===== src/psp_pkg.sv =====
// shared constants, tables and types for the pitched sample player
`timescale 1ns / 1ps
package psp_pkg;

  // default sizes handed to the top level
  localparam int MAX_FRAMES_DEF = 65536;
  localparam int CHANNELS_DEF   = 2;
  localparam int FRAC_BITS_DEF  = 16;

  // request and register field widths
  localparam int CMD_W          = 2;
  localparam int CHAN_IN_W      = 3;
  localparam int FRAME_IN_W     = 16;
  localparam int SAMPLE_W       = 16;
  localparam int RATE_W         = 19;
  localparam int INTERVAL_W     = 6;
  localparam int FRAMES_REG_W   = 17;
  localparam int CHANNELS_REG_W = 4;
  localparam int CFG_INDEX_W    = 2;
  localparam int CFG_DATA_W     = 19;

  // register reset values
  localparam logic signed [RATE_W-1:0]     RATE_RESET     = 19'sd65536;
  localparam logic signed [INTERVAL_W-1:0] INTERVAL_RESET = 6'sd0;
  localparam logic [FRAMES_REG_W-1:0]      FRAMES_RESET   = 17'd65536;
  localparam logic [CHANNELS_REG_W-1:0]    CHANNELS_RESET = 4'd2;

  // request codes
  localparam logic [CMD_W-1:0] CMD_WRITE = 2'd0;
  localparam logic [CMD_W-1:0] CMD_SEEK  = 2'd1;
  localparam logic [CMD_W-1:0] CMD_TICK  = 2'd2;

  // register indexes
  localparam logic [CFG_INDEX_W-1:0] REG_PLAYBACK_RATE     = 2'd0;
  localparam logic [CFG_INDEX_W-1:0] REG_SEMITONE_INTERVAL = 2'd1;
  localparam logic [CFG_INDEX_W-1:0] REG_FRAMES_IN_USE     = 2'd2;
  localparam logic [CFG_INDEX_W-1:0] REG_CHANNELS_IN_USE   = 2'd3;

  localparam int MIN_FRAMES = 16;

  // shared multiplier size
  localparam int MUL_W  = 20;
  localparam int PROD_W = 2 * MUL_W;

  // semitone ratio table, Q3.16, interval -24..24
  localparam int INTERVAL_LIMIT = 24;
  localparam int RATIO_ENTRIES  = 2 * INTERVAL_LIMIT + 1;
  localparam int RATIO_W        = 19;
  localparam int RATIO_FRAC     = 16;
  localparam logic [RATIO_W-1:0] RATIO_ROM [RATIO_ENTRIES] = '{
    19'd16384,  19'd17358,  19'd18390,  19'd19484,  19'd20643,  19'd21870,
    19'd23170,  19'd24548,  19'd26008,  19'd27554,  19'd29193,  19'd30929,
    19'd32768,  19'd34716,  19'd36781,  19'd38968,  19'd41285,  19'd43740,
    19'd46341,  19'd49097,  19'd52016,  19'd55109,  19'd58386,  19'd61858,
    19'd65536,  19'd69433,  19'd73562,  19'd77936,  19'd82570,  19'd87480,
    19'd92682,  19'd98193,  19'd104032, 19'd110218, 19'd116772, 19'd123715,
    19'd131072, 19'd138866, 19'd147123, 19'd155872, 19'd165140, 19'd174960,
    19'd185364, 19'd196386, 19'd208064, 19'd220436, 19'd233544, 19'd247431,
    19'd262144
  };

  // crossfade table: (1 - cos(pi*k/N))/2 in Q0.16
  localparam int COS_TABLE_ENTRIES = 256;
  localparam int COS_BITS          = $clog2(COS_TABLE_ENTRIES);
  localparam int MU_W              = 17;
  localparam int MU_FRAC           = 16;

  localparam logic [63:0] PI_Q30  = 64'd3373259426;
  localparam logic [63:0] ONE_Q30 = 64'd1073741824;
  localparam int TAYLOR_TERMS = 7;
  localparam logic [63:0] TAYLOR_DIV [TAYLOR_TERMS] = '{
    64'd2, 64'd12, 64'd30, 64'd56, 64'd90, 64'd132, 64'd182
  };

  typedef logic [MU_W-1:0] fade_rom_t [COS_TABLE_ENTRIES];

  // cos(pi*k/N) in Q30 on the first quarter wave, Taylor series
  function automatic logic [63:0] quarter_cos(input logic [63:0] k);
    logic [63:0] x;
    logic [63:0] x2;
    logic [63:0] t;
    logic signed [63:0] acc;
    x   = (PI_Q30 * k) / COS_TABLE_ENTRIES;
    x2  = (x * x) >> 30;
    t   = ONE_Q30;
    acc = $signed(ONE_Q30);
    for (int n = 0; n < TAYLOR_TERMS; n++) begin
      t = ((t * x2) >> 30) / TAYLOR_DIV[n];
      if ((n & 1) == 0) begin
        acc = acc - $signed(t);
      end else begin
        acc = acc + $signed(t);
      end
    end
    if (acc < 0) begin
      acc = '0;
    end
    if (acc > $signed(ONE_Q30)) begin
      acc = $signed(ONE_Q30);
    end
    return $unsigned(acc);
  endfunction

  // one crossfade weight, rounded to Q16
  function automatic logic [MU_W-1:0] fade_value(input logic [63:0] k);
    logic [63:0] m30;
    if (2 * k <= COS_TABLE_ENTRIES) begin
      m30 = ONE_Q30 - quarter_cos(k);
    end else begin
      m30 = ONE_Q30 + quarter_cos(64'(COS_TABLE_ENTRIES) - k);
    end
    return MU_W'((m30 + 64'd16384) >> 15);
  endfunction

  function automatic fade_rom_t build_fade_rom();
    fade_rom_t rom;
    for (int k = 0; k < COS_TABLE_ENTRIES; k++) begin
      rom[k] = fade_value(64'(k));
    end
    return rom;
  endfunction

  localparam fade_rom_t FADE_ROM = build_fade_rom();

  // sequencer states
  typedef enum logic [3:0] {
    ST_IDLE,
    ST_ROUND,
    ST_SUM,
    ST_WRAP,
    ST_MOD,
    ST_FETCH_A,
    ST_FETCH_B,
    ST_DIFF,
    ST_EMIT
  } psp_state_t;

endpackage


===== src/psp_mul.sv =====
// shared signed multiplier with registered product
`timescale 1ns / 1ps
module psp_mul
  import psp_pkg::*;
(
  input  logic                     clk,
  input  logic signed [MUL_W-1:0]  a,
  input  logic signed [MUL_W-1:0]  b,
  output logic signed [PROD_W-1:0] p
);

  // product is registered and lands in the cycle after the operands
  always_ff @(posedge clk) begin
    p <= a * b;
  end

endmodule


===== config.mk =====
export PLATFORM = sky130hd
export DESIGN_NAME = psp_mul
export DESIGN_NICKNAME = d
export VERILOG_FILES = /design/src/psp_pkg.sv /design/src/psp_mul.sv
export SDC_FILE = /design/constraint.sdc
export NUM_CORES = 1
export LEC_CHECK = 0
export BUFFER_PORTS_ARGS = -buffer_cell sky130_fd_sc_hd__buf_2
export CAP_MARGIN = 20
export CORE_MARGIN = 1
export CORE_UTILIZATION = 52
export CTS_CLUSTER_DIAMETER = 150
export DETAILED_ROUTE_END_ITERATION = 10
export GPL_TIMING_DRIVEN = 1
export PLACE_DENSITY_LB_ADDON = 0.05
export SLEW_MARGIN = 10
export SYNTH_ARGS = -nofsm -noshare
export SYNTH_HDL_FRONTEND = slang
export SYNTH_SLANG_ARGS = --single-unit

===== constraint.sdc =====
create_clock -name clk -period 9.5 [get_ports clk]
set_input_delay 0.475 -clock clk [delete_from_list [all_inputs] [get_ports clk]]
set_output_delay 0.475 -clock clk [all_outputs]
set_load 0.1 [all_outputs]

* Word-level counts from Yosys, hierarchy flattened
Index checks and enable logic that the tools add are counted.
** Cells by class
- Multiply operators :: 1
** Operators with widths (count)
- 20-bit by 20-bit multiplier with 40-bit output :: 1
** Word-level totals
- Flip-flop bits (word level) :: 40
- Input port bits :: 41
- Output and inout bits :: 40
- Logic and storage cells :: 2

* Depth between registers and ports, before layout
- Word-level depth :: 1
- Depth in mapped cells :: 25
- Mapped depth without buffers :: 23

* Worst setup path after synthesis
OpenSTA, ideal clock, no wires.
- Path type :: input to register
- From :: in a[19]
- To :: reg p[38]
- Setup time :: 0.074 ns
- Data arrival time :: 6.585 ns
- Required time :: 9.426 ns
- Setup slack :: 2.840 ns
- Stages on the path :: 22
- Buffers on the path :: 1
- Cell sequence :: clkbuf_1 nand2_1 fa_1 inv_1 fa_1 inv_1 fa_1 fa_1 inv_1 fa_1 inv_1 fa_1 fa_1 inv_1 ha_1 a21o_1 a21o_1 a2111oi_0 o41ai_1 mux2i_1 o41ai_1 a31oi_1
** Between the ends
- Cells in the longest elaborated chain, start to end :: 1
** Ends and longest elaborated chain
- start, declared :: RTL line psp_mul.sv:7 : input logic signed [MUL_W-1:0] a,
- 20-bit by 20-bit multiplier with 40-bit output :: RTL line psp_mul.sv:14 : p <= a * b;
- end signal, assigned :: RTL line psp_mul.sv:14
- end, declared :: RTL line psp_mul.sv:9 : output logic signed [PROD_W-1:0] p
Every way passes these cells.

* Final worst setup path
- From :: in a[9]
- To :: reg p[39]
The elaborated chain is that of the path after synthesis.

==> impl_metrics.toml <==
[critical_path]
crit_type = "input port to flip-flop"
worstSetupEndpointType = "flip-flop"
worstPathRequired_ns = 9.70
cp_max_fo = 20
crit_buf_inv = 7
cp_slowest_cell = "o31ai_1"
crit_path_max_incr_delay_ns = 0.55
critPathLaunchType = "input port"
path_common_cell = "fa_1"
cp_top_family = "adder cells"
path_cells = "buf_2 > and2_1 > fa_1 > fa_1 > inv_1 > fa_1 > inv_1 > fa_1 > inv_1 > fa_1 > inv_1 > fa_1 > inv_1 > fa_1 > inv_1 > ha_1 > a21oi_1 > o21ai_0 > a211o_1 > o31ai_1 > a311o_1 > nor2_1 > a211oi_1"
critPathArrivalTime_ns = 7.21

[clocking]
path_clk_slew_ns = 0.06
cts.path.max_buffers = 2
cts_inserted_buffers = 5
post_cts_resized = 0
clock_sinks = 40
postCtsSetupRepairBufs = 0
cts_root_buf = "clkbuf_16"
cts_tree = "built"
holdBufCountCts = 0
htreeDepth = 2

[grt]
busiest_layer = "met2"
grt_pass1_wl_mm = 65.0
overflow = 0
use_met2_pct = 52.4
grt_use_total_pct = 26.9
antenna_found_initial = 2
grt_max_degree = 21
grt_pass1_vias = 12700
grt_use_met1_pct = 31.1
met3_usage_pct = 2.22

[placed_design]
place_congestion = 0.865
hpwl_mm = 32.5
port_buffers = 80
pre_cts_slack_ns = 2.25

[timing]
period_share_pct = 73.7
hold_viol = 0
period_minus_slack_ns = 7.00
max_freq_ghz = 0.143
rsz0062_at_grt = "no"
holdWs_ns = 0.663
relSlewSlack_pct = 46.6
setup_ws_ns = 2.50
worstMarginPinSlew_ns = 0.800
setup_viol = 0
slew_violations = 0
tns_ns = 0

[run_status]
status = "complete, no violations"

[synth]
synth-warning-count = 0
synth-main-ff-cell = "dfxtp_1"
syn_area_um2 = 16200
synth_area_per_cell_um2 = 9.27
syn_nets = 2314
ys_seq_area_share_pct = 4.95
synth_edf_count = 0
synthCells = 1746
synth_seq_cells = 40
ys_types = 56
async_flop_share_pct = 0

[detailed_routing]
first_iter_violations = 586
wl_mm = 38.1
postRouteAntennaNets = 0
dr_total_vias = 11200
wl_per_cell_um = 17.8
drt-vias-per-instance = 5.21
drc = 0
dr.pass1.iters = 5

[floorplanning]
row_count = 64
chipWidth_um = 178
floorplan.initialDensity_pct = 52.9
fp.dieArea_um2 = 31800
die_h_um = 178
io_pins = 81
coreArea_um2 = 30600

[finish]
top_regs = "p (40)"
multi_input_area_um2 = 13400
largest_reg_flops = 40
largest-register = "p"
areaGrowthSynthToFinish_pct = 4.77
drive_gt1_share_pct = 5.54
n_fill_cell = 2865
register_area_um2 = 801
nNetsFinal = 2318

[hold_path]
hold_path_depth = 2
hp-start = "a[0]"
min_path_type = "input port to flip-flop"
hold_end = "p[0]"

[flow_run]
cap_violations = 0
[final cells by class]
cell class,instances,area share (%)
antenna,1,0.0148
clock buffer,5,0.738
clock inverter,2,0.354
inverter,444,9.83
multi-input combinational,1179,79.1
sequential,40,4.72
tap,396,2.92
timing repair buffer,80,2.36
[placed cells by master, fill, tap and decap left out, types with 5 or more instances in the layout]
cell type,n
a211oi_1,10
xor2_1,10
xnor2_1,25
nor3_1,20
dfxtp_1,40
inv_1,444
nand2b_1,7
fa_1,420
nand2_1,189
and2_1,218
nor2b_1,5
ha_1,107
o21ai_0,18
clkbuf_16,5
a21oi_1,30
buf_2,80
nor2_1,38
nand3_1,6
a21o_1,13
[how the worst max path moves through the flow]
stage                     start     to  slack [ns]  depth (start not counted)
after floorplan           a[19]  p[38]        2.84                         22
after detailed placement   a[9]  p[39]        2.25                         23
after CTS                  a[9]  p[39]        2.52                         23
after global placement     a[9]  p[39]        2.20                         23
after global routing       a[9]  p[39]        2.03                         23
final                      a[9]  p[39]        2.50                         23
[metal layers]
metal	part of all wire [%]	wire length, µm	vias up
met5	0.029	11	-
met1	38	14300	5815
li1	-	-	5065
met2	56	21300	246
met3	3.5	1350	64
met4	2.9	1120	2
[Yosys cell counts, types with 5 or more instances]
library cell,n,area share (%)
nand3_1,6,0.19
nand2_1,189,4.4
o21ai_0,18,0.56
nor2_1,38,0.88
dfxtp_1,40,4.9
xor2_1,10,0.54
inv_1,444,10
a21o_1,13,0.60
and2_1,218,8.4
fa_1,420,52
nor2b_1,5,0.19
nor3_1,20,0.62
a211oi_1,10,0.46
xnor2_1,25,1.4
clkbuf_1,82,1.9
nand2b_1,7,0.27
ha_1,107,8.3
a21oi_1,30,0.93
[per-stage QoR]
step	area [µm²]	util (%)	std cells
after floorplan	16200	-	1746
after CTS	17000	55.4	2146
final	17000	55.4	2147
after global routing	17000	55.4	2147
after detailed placement	16800	54.8	2139
after global placement	16800	54.8	2139
[kinds of logic (layout without fill, tap and decap cells)]
group	Yosys count	after routing	share of synthesized area, %
XOR/XNOR	35	35	1.89
buffers and inverters	527	531	12.2
adder cells (fa/ha/maj)	527	527	60.2
AND/OR/NAND/NOR	498	498	15.6
AO/OA/AOI/OAI	115	115	4.84
multiplexers	4	4	0.255
other	0	1	0
flip-flops	40	40	4.95
Power is left out: the tool's default activity adds up to more than one toggle a clock period on the data nets, which glitch-free logic cannot reach.
